`src/hw/rtl/deq_pkg.sv`:
```
// Package: command, position and status codes and default sizes for the deque.
`default_nettype none
package deq_pkg;

    localparam int DEPTH_DEF      = 16;
    localparam int DATA_WIDTH_DEF = 32;

    localparam int CMD_W    = 2;
    localparam int POS_W    = 3;
    localparam int STATUS_W = 2;

    typedef enum logic [CMD_W-1:0] {
        CMD_INSERT = 2'd0,
        CMD_REMOVE = 2'd1,
        CMD_FLUSH  = 2'd2
    } t_cmd;

    typedef enum logic [POS_W-1:0] {
        POS_HEAD     = 3'd0,
        POS_TAIL     = 3'd1,
        POS_CURRENT  = 3'd2,
        POS_NEXT     = 3'd3,
        POS_PREVIOUS = 3'd4
    } t_pos;

    typedef enum logic [STATUS_W-1:0] {
        ST_OK          = 2'd0,
        ST_INVALID     = 2'd1,
        ST_UNSUPPORTED = 2'd2,
        ST_FULL        = 2'd3
    } t_status;

endpackage
`default_nettype wire

```
`src/hw/rtl/double_ended_queue.sv`:
```
// Double-ended queue of data words kept in a ring memory with head and tail pointers.
// The result strobe o_done is registered at the accepting edge.
// Throughput: one request per cycle while busy is low; pointer update, memory write and
// the synchronous memory read all happen at the accepting edge.
// busy is high only during reset and in the cycle after it; the receiver cannot stall.
// Reset (synchronous, active low) empties the queue; memory contents stay undefined.
`default_nettype none
module double_ended_queue
    import deq_pkg::*;
#(
    parameter int DEPTH      = DEPTH_DEF,
    parameter int DATA_WIDTH = DATA_WIDTH_DEF,
    localparam int IDX_W     = (DEPTH > 1) ? $clog2(DEPTH) : 1,
    localparam int CNT_W     = $clog2(DEPTH + 1)
) (
    input  wire logic                  i_clk,
    input  wire logic                  i_rst_n,
    input  wire logic                  start,
    output logic                       busy,
    input  wire logic [CMD_W-1:0]      i_command,
    input  wire logic [POS_W-1:0]      i_position,
    input  wire logic [DATA_WIDTH-1:0] i_data_in,
    output logic                       o_done,
    output logic [STATUS_W-1:0]        o_status,
    output logic [DATA_WIDTH-1:0]      o_data_out,
    output logic [CNT_W-1:0]           o_entry_count
);

    localparam logic [IDX_W-1:0] LAST_IDX  = IDX_W'(DEPTH - 1);
    localparam logic [CNT_W-1:0] FULL_CNT  = CNT_W'(DEPTH);

    // Ring memory: written and read at the accepting edge, read data registered.
    logic [DATA_WIDTH-1:0] mem [DEPTH];

    // Pointers: head indexes the head word, tail indexes one past the tail word.
    logic [IDX_W-1:0]      r_head, n_head;
    logic [IDX_W-1:0]      r_tail, n_tail;
    logic [CNT_W-1:0]      r_count, n_count;

    // Result registers.
    logic                  r_busy;
    logic                  r_done;
    t_status               r_status, n_status;
    logic                  r_take, n_take;
    logic [DATA_WIDTH-1:0] r_rd_data;

    logic                  accept;
    logic                  wr_en;
    logic [IDX_W-1:0]      wr_addr;
    logic [IDX_W-1:0]      rd_addr;
    logic [IDX_W-1:0]      base_head;
    logic [IDX_W-1:0]      base_tail;
    logic                  is_empty;
    logic                  is_full;
    logic                  pos_unsup;
    logic                  pos_bad;

    assign accept    = start && !busy;
    assign is_empty  = (r_count == '0);
    assign is_full   = (r_count >= FULL_CNT);

    // An insert into an empty queue restarts both pointers at zero.
    assign base_head = is_empty ? '0 : r_head;
    assign base_tail = is_empty ? '0 : r_tail;

    assign pos_unsup = (t_pos'(i_position) == POS_CURRENT) ||
                       (t_pos'(i_position) == POS_NEXT) ||
                       (t_pos'(i_position) == POS_PREVIOUS);
    assign pos_bad   = (i_position > POS_PREVIOUS);

    // Decode the request: new pointers, memory access and status.
    always_comb begin
        n_head   = r_head;
        n_tail   = r_tail;
        n_count  = r_count;
        n_status = ST_OK;
        n_take   = 1'b0;
        wr_en    = 1'b0;
        wr_addr  = r_tail;
        rd_addr  = r_head;
        unique case (t_cmd'(i_command))
            CMD_FLUSH: begin
                // Drop every word and return both pointers home.
                n_head  = '0;
                n_tail  = '0;
                n_count = '0;
            end
            CMD_INSERT: begin
                if (pos_unsup) begin
                    n_status = ST_UNSUPPORTED;
                end else if (pos_bad) begin
                    n_status = ST_INVALID;
                end else if (is_full) begin
                    n_status = ST_FULL;
                end else begin
                    wr_en   = 1'b1;
                    n_count = r_count + 1'b1;
                    n_tail  = base_tail;
                    n_head  = base_head;
                    if (t_pos'(i_position) == POS_HEAD) begin
                        // Step head back, then write the word there.
                        n_head  = (base_head == '0) ? LAST_IDX : base_head - 1'b1;
                        wr_addr = n_head;
                    end else begin
                        // Write at tail, then advance it.
                        wr_addr = base_tail;
                        n_tail  = (base_tail == LAST_IDX) ? '0 : base_tail + 1'b1;
                    end
                end
            end
            CMD_REMOVE: begin
                if (pos_unsup) begin
                    n_status = ST_UNSUPPORTED;
                end else if (pos_bad || is_empty) begin
                    n_status = ST_INVALID;
                end else begin
                    n_take  = 1'b1;
                    n_count = r_count - 1'b1;
                    if (t_pos'(i_position) == POS_HEAD) begin
                        rd_addr = r_head;
                        n_head  = (r_head == LAST_IDX) ? '0 : r_head + 1'b1;
                    end else begin
                        n_tail  = (r_tail == '0) ? LAST_IDX : r_tail - 1'b1;
                        rd_addr = n_tail;
                    end
                end
            end
            default: begin
                n_status = ST_INVALID;
            end
        endcase
    end

    // Memory port: a remove and an insert never hit the same edge, and a word
    // written at one edge is visible to a read at the next.
    always_ff @(posedge i_clk) begin
        if (accept && wr_en) begin
            mem[wr_addr] <= i_data_in;
        end
        if (accept && n_take) begin
            r_rd_data <= mem[rd_addr];
        end
    end

    // Control state.
    always_ff @(posedge i_clk) begin
        if (!i_rst_n) begin
            r_busy  <= 1'b1;
            r_done  <= 1'b0;
            r_head  <= '0;
            r_tail  <= '0;
            r_count <= '0;
        end else begin
            r_busy <= 1'b0;
            r_done <= accept;
            if (accept) begin
                r_head  <= n_head;
                r_tail  <= n_tail;
                r_count <= n_count;
            end
        end
    end

    // Result fields, held from the accepting edge.
    always_ff @(posedge i_clk) begin
        if (!i_rst_n) begin
            r_take <= 1'b0;
        end else if (accept) begin
            r_take <= n_take;
        end
    end

    always_ff @(posedge i_clk) begin
        if (accept) begin
            r_status <= n_status;
        end
    end

    assign busy          = r_busy;
    assign o_done        = r_done;
    assign o_status      = r_status;
    assign o_data_out    = r_take ? r_rd_data : '0;
    assign o_entry_count = r_count;

    // Checks.
    a_count_bound: assert property (@(posedge i_clk) disable iff (!i_rst_n)
        r_count <= FULL_CNT)
        else $error("entry count beyond depth");

    a_done_follows: assert property (@(posedge i_clk) disable iff (!i_rst_n)
        accept |=> o_done)
        else $error("accepted word gave no result");

    a_full_count: assert property (@(posedge i_clk) disable iff (!i_rst_n)
        (o_done && o_status == ST_FULL) |-> (o_entry_count == FULL_CNT))
        else $error("full status while not full");

    a_flush_empty: assert property (@(posedge i_clk) disable iff (!i_rst_n)
        (accept && i_command == CMD_FLUSH) |=> (o_entry_count == '0 && !r_take))
        else $error("flush left entries");

endmodule
`default_nettype wire
```
`config.mk`:
```
export PLATFORM = sky130hd
export DESIGN_NAME = double_ended_queue
export DESIGN_NICKNAME = d
export VERILOG_FILES = /design/src/hw/rtl/deq_pkg.sv /design/src/hw/rtl/double_ended_queue.sv
export SDC_FILE = /design/constraint.sdc
export NUM_CORES = 1
export LEC_CHECK = 0
export BUFFER_PORTS_ARGS = -buffer_cell sky130_fd_sc_hd__buf_4
export CAP_MARGIN = 30
export CORE_MARGIN = 10
export CORE_UTILIZATION = 47
export CTS_BUF_LIST = sky130_fd_sc_hd__clkbuf_16
export DETAILED_ROUTE_END_ITERATION = 8
export GPL_TIMING_DRIVEN = 0
export HOLD_SLACK_MARGIN = 0.15
export PLACE_DENSITY = 0.64
export REMOVE_ABC_BUFFERS = 1
export SYNTH_ARGS = -nofsm -noshare
export SYNTH_HDL_FRONTEND = slang
export SYNTH_SLANG_ARGS = --single-unit
```
`constraint.sdc`:
```
create_clock -name i_clk -period 3.6 [get_ports i_clk]
set_clock_uncertainty 0.2 [all_clocks]
set_input_delay 0.18 -clock i_clk [delete_from_list [all_inputs] [get_ports i_clk]]
set_output_delay 0.18 -clock i_clk [all_outputs]
set_load 0.1 [all_outputs]
```
* Word-level counts from Yosys, hierarchy flattened *
Memories as Yosys holds them, arrays and structs flattened. A register that Yosys moved wholly into a read port is not among the register bits.
Index checks and enable logic that the tools add are counted.

operators by class
  reduce and logical (&&, ||, !) cells = 16
  multiplexer cells = 54
  magnitude comparators = 2
  equality and inequality tests = 14
  add/subtract/negate cells = 6

operators with widths
  kind                 count
  $mux 4               29
  $mux 32              1
  $mux 5               5
  $pmux 4 s3           2
  $reduce_and 8->1     2
  $pmux 5 s3           1
  $ne 2x2->1 const B   7
  $mux 1               11
  $add 4x1->4 const B  2
  $eq 4x4->1 const B   2
  $logic_not 4->1      2
  $mux 2               4
  $sub 4x1->4 const B  2
  $reduce_and 7->1     1
  $eq 3x2->1 const B   2
  $pmux 2 s3           1
  $add 5x1->5 const B  1
  $ge 5x5->1 const B   1
  $logic_not 5->1      1
  $sub 5x1->5 const B  1
  $eq 3x3->1 const B   1
  $gt 3x3->1 const B   1
  $logic_and 1x1->1    3
  $logic_not 3->1      1
  other kinds (6)      8

word-level totals
  flip-flop bits (word level) = 18
  bits of input ports = 40
  bits in writable memories = 512
  output and inout port bits = 41
  memories kept = 1
  word-level logic and storage cells = 100

memories
  memory  words  width  rd ports  clocked after memory_dff  write ports  line                      text
  mem     16     32     1         1                         1            double_ended_queue.sv:33  logic [DATA_WIDTH-1:0] mem [DEPTH];

* Longest topological paths before layout *
Gate-level depths: netlist (run 1).

  depth after elaboration = 9
  gate-level depth with buffers = 11
  mapped depth without buffers = 10

* Worst setup path before layout (run 1) *
Ideal clock, no wire load.

  path kind = register to register
  start point = reg r_count[0] (netlist: o_entry_count[0])
  end point = reg r_rd_data[0] (read register of mem) (enable)
  data required time = 2.937 ns
  arrival time = 3.954 ns
  period minus slack after synthesis = 4.617 ns
  setup slack = -1.017 ns
  cell stages (with the launch flop) = 5
  buffers on the path = 1
  setup time = 0.463 ns
  cells stage by stage = dfxtp_1 -> or4_1 -> nor2_1 -> clkbuf_1 -> nor3_1

on the way
  cells in the longest elaborated chain, start to end = 6
  elaborated cells on any way between the ends = 9
  those cells by class = mux: 6; reduce/logical: 3

ends and longest elaborated chain
  item                      line                       text
  start: declaration        double_ended_queue.sv:38   logic [CNT_W-1:0] r_count, n_count;
  start signal: assignment  double_ended_queue.sv:159  r_count <= n_count;
  $logic_not 5->1 (*)       double_ended_queue.sv:59   assign is_empty = (r_count == '0);
  $logic_or 1x1->1 (*)      double_ended_queue.sv:114  end else if (pos_bad || is_empty) begin
  $mux 1                    double_ended_queue.sv:114
  $mux 1                    double_ended_queue.sv:112  if (pos_unsup) begin
  $mux 1                    double_ended_queue.sv:81   unique case (t_cmd'(i_command))
  $logic_and 1x1->1         double_ended_queue.sv:140  if (accept && n_take) begin
  end: declaration          double_ended_queue.sv:45   logic [DATA_WIDTH-1:0] r_rd_data;

Mark *: on every way between the ends. The rest lies on a longest branch, timed or not.
A chain may end at the register's enable or synchronous reset.

* Worst setup path in the final report (run 1) *
  start point = reg r_tail[0]
  end point = reg r_rd_data[31] (read register of mem), data pin

on the way
  cells in the longest elaborated chain, start to end = 6
  elaborated cells on any way between the ends = 7
  those cells by class = add/sub: 1; mux: 5; reduce/logical: 1

ends and longest elaborated chain
  item                                                   line                       text
  start: declaration                                     double_ended_queue.sv:37   logic [IDX_W-1:0] r_tail, n_tail;
  start signal: assignment                               double_ended_queue.sv:158  r_tail <= n_tail;
  $sub 4x1->4 / $logic_not 4->1 (equally long branches)  double_ended_queue.sv:123  n_tail = (r_tail == '0) ? LAST_IDX : r_tail - 1'b1;
  $mux 4 (*)                                             double_ended_queue.sv:123
  $mux 4 (*)                                             double_ended_queue.sv:119  if (t_pos'(i_position) == POS_HEAD) begin
  $mux 4 (*)                                             double_ended_queue.sv:114
  $mux 4 (*)                                             double_ended_queue.sv:112
  $mux 4 (*)                                             double_ended_queue.sv:81

Marked as above.

==> results of run 1 <==
routing by layer:
metal | vias up | GRT usage [%]
met1 | 7470 | 26.9
met4 | 2 | 7.28
met5 | - | 0
met2 | 582 | 34.1
li1 | 6476 | -
met3 | 129 | 3.13
timing repair:
| action | CTS | global route |
|---|---|---|
| gates resized for setup | 13 | 8 |
| hold buffers | 47 | 0 |
| setup endpoints to repair | 332 | 146 |
| hold endpoints to repair | 545 | 0 |
| pin swaps | 10 | 10 |
| buffers inserted | 20 | 18 |
| gates cloned | 4 | 3 |
cell families (layout without fill, tap and decap cells):
group                      Yosys count  count (layout)
and+or+nand+nor                    223             225
buffers and inverters              224             435
adders and majority gates            7               7
muxes                              131             133
other                                0               1
AOI/OAI and AO/OA                  405             407
DFF                                562             562
xor gates and xnor gates             8               8
state kept, by name (all words and copies together), names as in the netlist:
register / count
o_done: 1
o_status: 2
r_rd_data: 32
mem: 512
busy: 1
r_tail: 4
r_head: 4
o_entry_count: 5
r_take: 1
critical path, stage by stage, from the launching register on:
cell      delay (ns)
dfxtp_4         0.40
inv_1           0.10
ha_4            0.30
a2111o_2        0.56
o21ai_4         0.11
buf_4           0.15
buf_16          0.17
buf_16          0.17
mux2_2          0.34
o211a_1         0.20
or4_1           0.54
area by class of cell:
type	count	area share, %
clock buffer	56	4.91
clock inverter	46	1.15
multi-input combinational	780	21.6
inverter	112	1.50
antenna	1	0.00876
sequential	562	58.6
timing repair buffer	221	9.37
tap	664	2.91
synth_stat cells (14+ instances only):
master    count  area [um^2]
edfxtp_1    546        16400
o211ai_1    140         1050
inv_1       110          413
clkbuf_1     88          330
mux2i_1      66          661
o211a_1      62          621
mux2_2       61          687
a21oi_1      59          295
nand2_1      55          206
nor3_1       39          195
nor2_1       37          139
a21o_1       36          270
a211oi_1     35          263
and2_1       32          200
or4_1        32          240
a221oi_1     31          272
buf_2        19         95.1
dfxtp_1      16          320
o21ai_0      14         70.1
through the flow:
| step | TNS [ns] | setup WS, ns | cells | cell area (um^2) |
|---|---|---|---|---|
| floorplan | -620.29 | -8.13 | 1448 | 23000 |
| global placement | -1821.80 | -13.85 | 2192 | 24400 |
| detailed placement | -67.52 | -0.876 | 2249 | 25900 |
| CTS | 0 | 0.0108 | 2421 | 28300 |
| global route | 0 | 0.0128 | 2442 | 28600 |
| finish | 0 | 0.0525 | 2442 | 28600 |
report_power, final:
part           leakage, nW  switching (mW)  internal (mW)
clock network        0.919            2.45           3.11
logic                 4.76           0.361          0.235
registers             5.04          0.0104           7.18
worst max-delay path by stage:
| stage | to | slack (ns) | depth (start not counted) |
|---|---|---|---|
| global route | r_rd_data[2] | 0.01 | 10 |
| detailed placement | r_rd_data[23] | -0.88 | 12 |
| floorplan | r_rd_data[0] | -8.13 | 6 |
| global placement | r_rd_data[28] | -13.85 | 6 |
| finish | r_rd_data[31] | 0.05 | 10 |
| CTS | r_rd_data[23] | 0.01 | 12 |
==> qor.yml, run 1 <==
status: "finished, final reports clean"
synth_simple_gate_area_share_pct: 5.05
yosysUniqueCellTypes: 54
layout_commonest_cell: "edfxtp_1"
die_y_um: 243
max_slew_margin_pct: 33.9
cp-start-kind: "register"
max_freq_mhz: 282
min_to: "mem[0][2]"
critPathCaptureType: "register"
crit_start: "r_tail[0]"
cts-buffers-inserted: 56
grt_max_degree: 74
mostFrequentLayoutCells: "edfxtp_1, o211ai_1, inv_1, buf_4, mux2i_1"
drv_cap: 0
clkSinkCount: 562
highest_layer: "met5"
clk_latency_ns: 0.63
synthAdderAreaFrac_pct: 0.406
peakVddDrop_uv: 368
hold_path_depth: 2
synthArstFlopShare_pct: 0
wl_met1_um: 26700
grt_setup_unrepaired: "no"
wl_per_cell_um: 26.1
synth_compound_area_share_pct: 13.1
worstPathArrival_ns: 3.69
drtAntennaViolNets: 0
fin_crit_sh_pct: 98.5
seqCellArea_mm2: 0.0167
synth_area_mm2: 0.0234
setup_viol: 0
ys_warn_count: 0
fill_cells: 3717
cts-root-buf: "clkbuf_16"
finalWirelength_um: 63800
via_per_inst: 6.00
ios: 81
worstPathMaxFanout: 17
p_total_mw: 13.3
holdCritPathClass: "input pin to register"
hold_viol: 0
core_area_mm2: 0.0491
ys_ff_latch: 562
synth-xor-area-share_pct: 0.299
synth_edf_count: 546
reg2reg_setup_slack_ns: 0.05
ff2ff_path_depth: 10
whs_ns: 0.200
clk_pin_slew_ns: 0.06
drive_above_1_share_pct: 20.2
dr.pass1.iters: 5
cellPowerDensity_mw_per_mm2: 467
clk_path_buf_depth: 3
yosysSeqAreaShare_pct: 71.4
netlist_instances: 1560
tightestPinTransition_ns: 0.991
gp_congestion: 0.810
cts_tree: "yes"
multi_input_area_mm2: 0.00615
die_area_mm2: 0.0591
wl_met3_um: 4250
rows: 81
place_hpwl_um: 35500
avgSynthCellArea_um2: 15.0
initial_core_util_pct: 47.7
path_class: "register to register"
synth_flop_cell: "edfxtp_1"
post-route-util_pct: 58.2
synth_top_family_by_area: "compound AO/OA/AOI/OAI gates"
vias: 14700
r2r_end: "r_rd_data[31]"
drc: 0
die_x_um: 243
min_from: "i_data_in[2]"
syn_to_final_growth_pct: 22.0
antenna_found_initial: 3
r2r_start: "r_tail[0]"
drv_slew: 0
fin_nets: 1780
grt_pass1_wl_um: 91900
route.met2.wl_um: 31100
htree_levels: 2
port_buffers: 80
synth_mux_area_share_pct: 5.95
finalCriticalPeriod_ns: 3.55
grt_pass1_vias: 14500
drt_iter0_drc: 1603
grt-ovfl-total: 0
gr-usage-all-layers_pct: 20.5
p_leak_nw: 10.7
crit_required_ns: 3.74
No activity file was read; power rests on OpenSTA's default activity.
==> run 2, diff against run 1 <==
--- a/config.mk
+++ b/config.mk
@@ -8,12 +8,13 @@
 export BUFFER_PORTS_ARGS = -buffer_cell sky130_fd_sc_hd__buf_4
 export CAP_MARGIN = 30
 export CORE_MARGIN = 10
-export CORE_UTILIZATION = 47
+export CORE_UTILIZATION = 40
 export CTS_BUF_LIST = sky130_fd_sc_hd__clkbuf_16
 export DETAILED_ROUTE_END_ITERATION = 8
+export GPL_ROUTABILITY_DRIVEN = 0
 export GPL_TIMING_DRIVEN = 0
 export HOLD_SLACK_MARGIN = 0.15
-export PLACE_DENSITY = 0.64
+export PLACE_DENSITY = 0.56
 export REMOVE_ABC_BUFFERS = 1
 export SYNTH_ARGS = -nofsm -noshare
 export SYNTH_HDL_FRONTEND = slang
==> run 2 against run 1 <==
Compared with the run above: clock power decreased by 0.9%; critical path depth increased by 1; global-route usage decreased by 1.5 points; die area increased by 16%; critical endpoint is now r_rd_data[25]; fmax increased by 0.64%; highest routed layer unchanged; sequential power about the same; setup slack improved by 0.022 ns; hold slack got worse by 0.095 ns; first-iteration DRC count decreased by 9.4%; largest cell class unchanged; critical path type unchanged; core utilization decreased by 7.8 points; sequential share of layout area decreased by 1.1 points.
==> qor.yml, run 2 (synthesis gave the netlist of run 1 again) <==
path_class: "register to register"  # unchanged
grt_max_degree: 58  # was 74
min_from: "i_command[1]"  # was i_data_in[2]
critPathCaptureType: "register"  # unchanged
setup_viol: 0  # unchanged
fill_cells: 4814  # was 3717
cp_num_buf_inv: 5  # was 4
place_area_mm2: 0.0260  # was 0.0259 mm^2
cts-buffers-inserted: 57  # was 56
worst_path_dominant_cell_family: "simple AND/OR/NAND/NOR gates"  # was compound AO/OA/AOI/OAI gates
cellPowerDensity_mw_per_mm2: 457  # was 467 mW/mm^2
p_leak_nw: 10.9  # was 10.7 nW
grt_pass1_vias: 14700  # was 14.5k
die_area_mm2: 0.0686  # was 0.0591 mm^2
die_x_um: 262  # was 243 um
vias: 14600  # was 14.7k
antenna_found_initial: 2  # was 3
fin_nets: 1805  # was 1780
largest_reg_flops: 512  # unchanged
dp_cells: 2348  # was 2249
clkSinkCount: 562  # unchanged
drt_iter0_drc: 1452  # was 1603
drc: 0  # unchanged
setup_ws_ns: 0.0749  # was 0.0525 ns
seqCellArea_mm2: 0.0167  # about the same
cts-root-buf: "clkbuf_16"  # unchanged
antenna_cells: 0  # was 1
r2r_start: "o_entry_count[3]"  # was r_tail[0]
worstPathArrival_ns: 3.67  # was 3.69 ns
status: "finished, final reports clean"  # unchanged
initial_core_util_pct: 40.5  # was 47.7%
peakVddDrop_uv: 380  # was 368 uV
port_buffers: 80  # unchanged
hold_viol: 0  # unchanged
grt_pass1_wl_um: 96900  # was 91900 um
clk_pin_slew_ns: 0.06  # about the same
dr.pass1.iters: 5  # unchanged
worstPathMaxFanout: 22  # was 17
crit_required_ns: 3.75  # was 3.74 ns
htree_levels: 2  # unchanged
grt-ovfl-total: 0  # unchanged
drtAntennaViolNets: 0  # unchanged
drv_slew: 0  # unchanged
multi_input_area_mm2: 0.00614  # was 0.00615 mm^2
place_hpwl_um: 36700  # was 35500 um
max_slew_margin_pct: 41.4  # was 33.9%
cp_slowest_cell: "or4_1"  # was a2111o_2
pre_cts_slack_ns: -1.13  # was -0.876 ns
rows: 88  # was 81
finalWirelength_um: 66400  # was 63800 um
cp-start-kind: "register"  # unchanged
ios: 81  # unchanged
via_per_inst: 5.67  # was 6.00
regMostFlops: "mem"  # unchanged
holdCritPathClass: "input pin to register"  # unchanged
crit_start: "o_entry_count[3]"  # was r_tail[0]
fin_area_mm2: 0.0291  # was 0.0286 mm^2
gr-usage-all-layers_pct: 19.0  # was 20.5%
final_cell_count_no_fill: 2567  # was 2442
grt_setup_unrepaired: "no"  # unchanged
cpMostUsedCell: "buf_16"  # unchanged
drive_above_1_share_pct: 20.9  # was 20.2%
slowest_delay_ns: 0.54  # was 0.56 ns
clk_path_buf_depth: 3  # unchanged
drv_cap: 0  # unchanged
syn_to_final_growth_pct: 24.4  # was 22.0%
core_area_mm2: 0.0578  # was 0.0491 mm^2
clk_latency_ns: 0.61  # was 0.63 ns
max_freq_mhz: 284  # was 282 MHz
mostFrequentLayoutCells: "edfxtp_1, o211ai_1, inv_1, buf_4, mux2i_1"  # unchanged
die_y_um: 262  # was 243 um
fin_crit_sh_pct: 97.9  # was 98.5%
layout_commonest_cell: "edfxtp_1"  # unchanged
whs_ns: 0.105  # was 0.200 ns
finalCriticalPeriod_ns: 3.53  # was 3.55 ns
wl_per_cell_um: 25.9  # was 26.1 um
cts_tree: "yes"  # unchanged
tightestPinTransition_ns: 0.880  # was 0.991 ns
worstPathCellList: "nor4_4, a211oi_4, buf_16, buf_16, o21ai_4, buf_16, buf_16, buf_16, mux2_2, o211a_1, or4_1"  # was inv_1, ha_4, a2111o_2, o21ai_4, buf_4, buf_16, buf_16, mux2_2, o211a_1, or4_1
[run 2: cell types whose count changed in the layout (fill, tap and decap cells not counted), moves of 5 or more]
cell | previous run | this run
bufbuf_16 | 0 | 6
inv_1 | 127 | 122
clkinv_1 | 11 | 18
buf_4 | 111 | 117
clkbuf_16 | 57 | 62
dlygate4sd3_1 | 47 | 57
[run 2: layer usage]
metal  global-route usage, %  share of wire (%)
met5                       0              0.038
met4                    4.99                2.3
met3                    2.76                5.9
met2                    31.5                 48
met1                    25.8                 44
[run 2: worst min-delay path: stages]
cell,delay (ns)
buf_4,0.22
o221ai_2,0.28
nand2_1,0.14
a21oi_1,0.05
[run 2: stage by stage]
| step | TNS, ns | total power, mW | utilization [%] |
|---|---|---|---|
| 3_5_place_dp | -75.79 | 7.85 | 45.0 |
| 3_3_place_gp | -1912.48 | 7.85 | 42.4 |
| 4_1_cts | 0 | 13.4 | 49.9 |
| 6_report | 0 | 13.3 | 50.4 |
| 2_1_floorplan | -620.29 | 7.61 | - |
| 5_1_grt | 0 | 13.7 | 50.4 |
[run 2: final timing paths]
check,end,slack [ns],depth (start not counted)
setup / recovery,r_rd_data[25],0.07,11
hold / removal,o_entry_count[2],0.11,4
setup reg to reg,r_rd_data[25],0.07,11
hold reg to reg,o_entry_count[2],0.30,2
[run 2: power breakdown]
| part | leakage [nW] | internal (mW) | switching [mW] |
|---|---|---|---|
| clock | 0.887 | 3.03 | 2.46 |
| combinational | 5.00 | 0.267 | 0.372 |
| sequential | 5.04 | 7.18 | 0.00979 |
| total | 10.9 | 10.5 | 2.85 |
[run 2: area by class of cell]
cell class / count / area share, %
Sequential cell: 562 / 57.5
Multi-Input combinational cell: 777 / 21.1
Timing Repair Buffer: 248 / 10.8
Clock buffer: 58 / 4.98
Tap cell: 765 / 3.29
Inverter: 112 / 1.47
Clock inverter: 45 / 0.859
[run 2: repair_timing]
action,4_1_cts,5_1_grt
buffers inserted,35,13
cloned,9,4
endpoints found under the setup margin,308,171
resized for setup,21,9
pin swaps,7,1
hold buffers,57,0
hold endpoints to repair,557,0
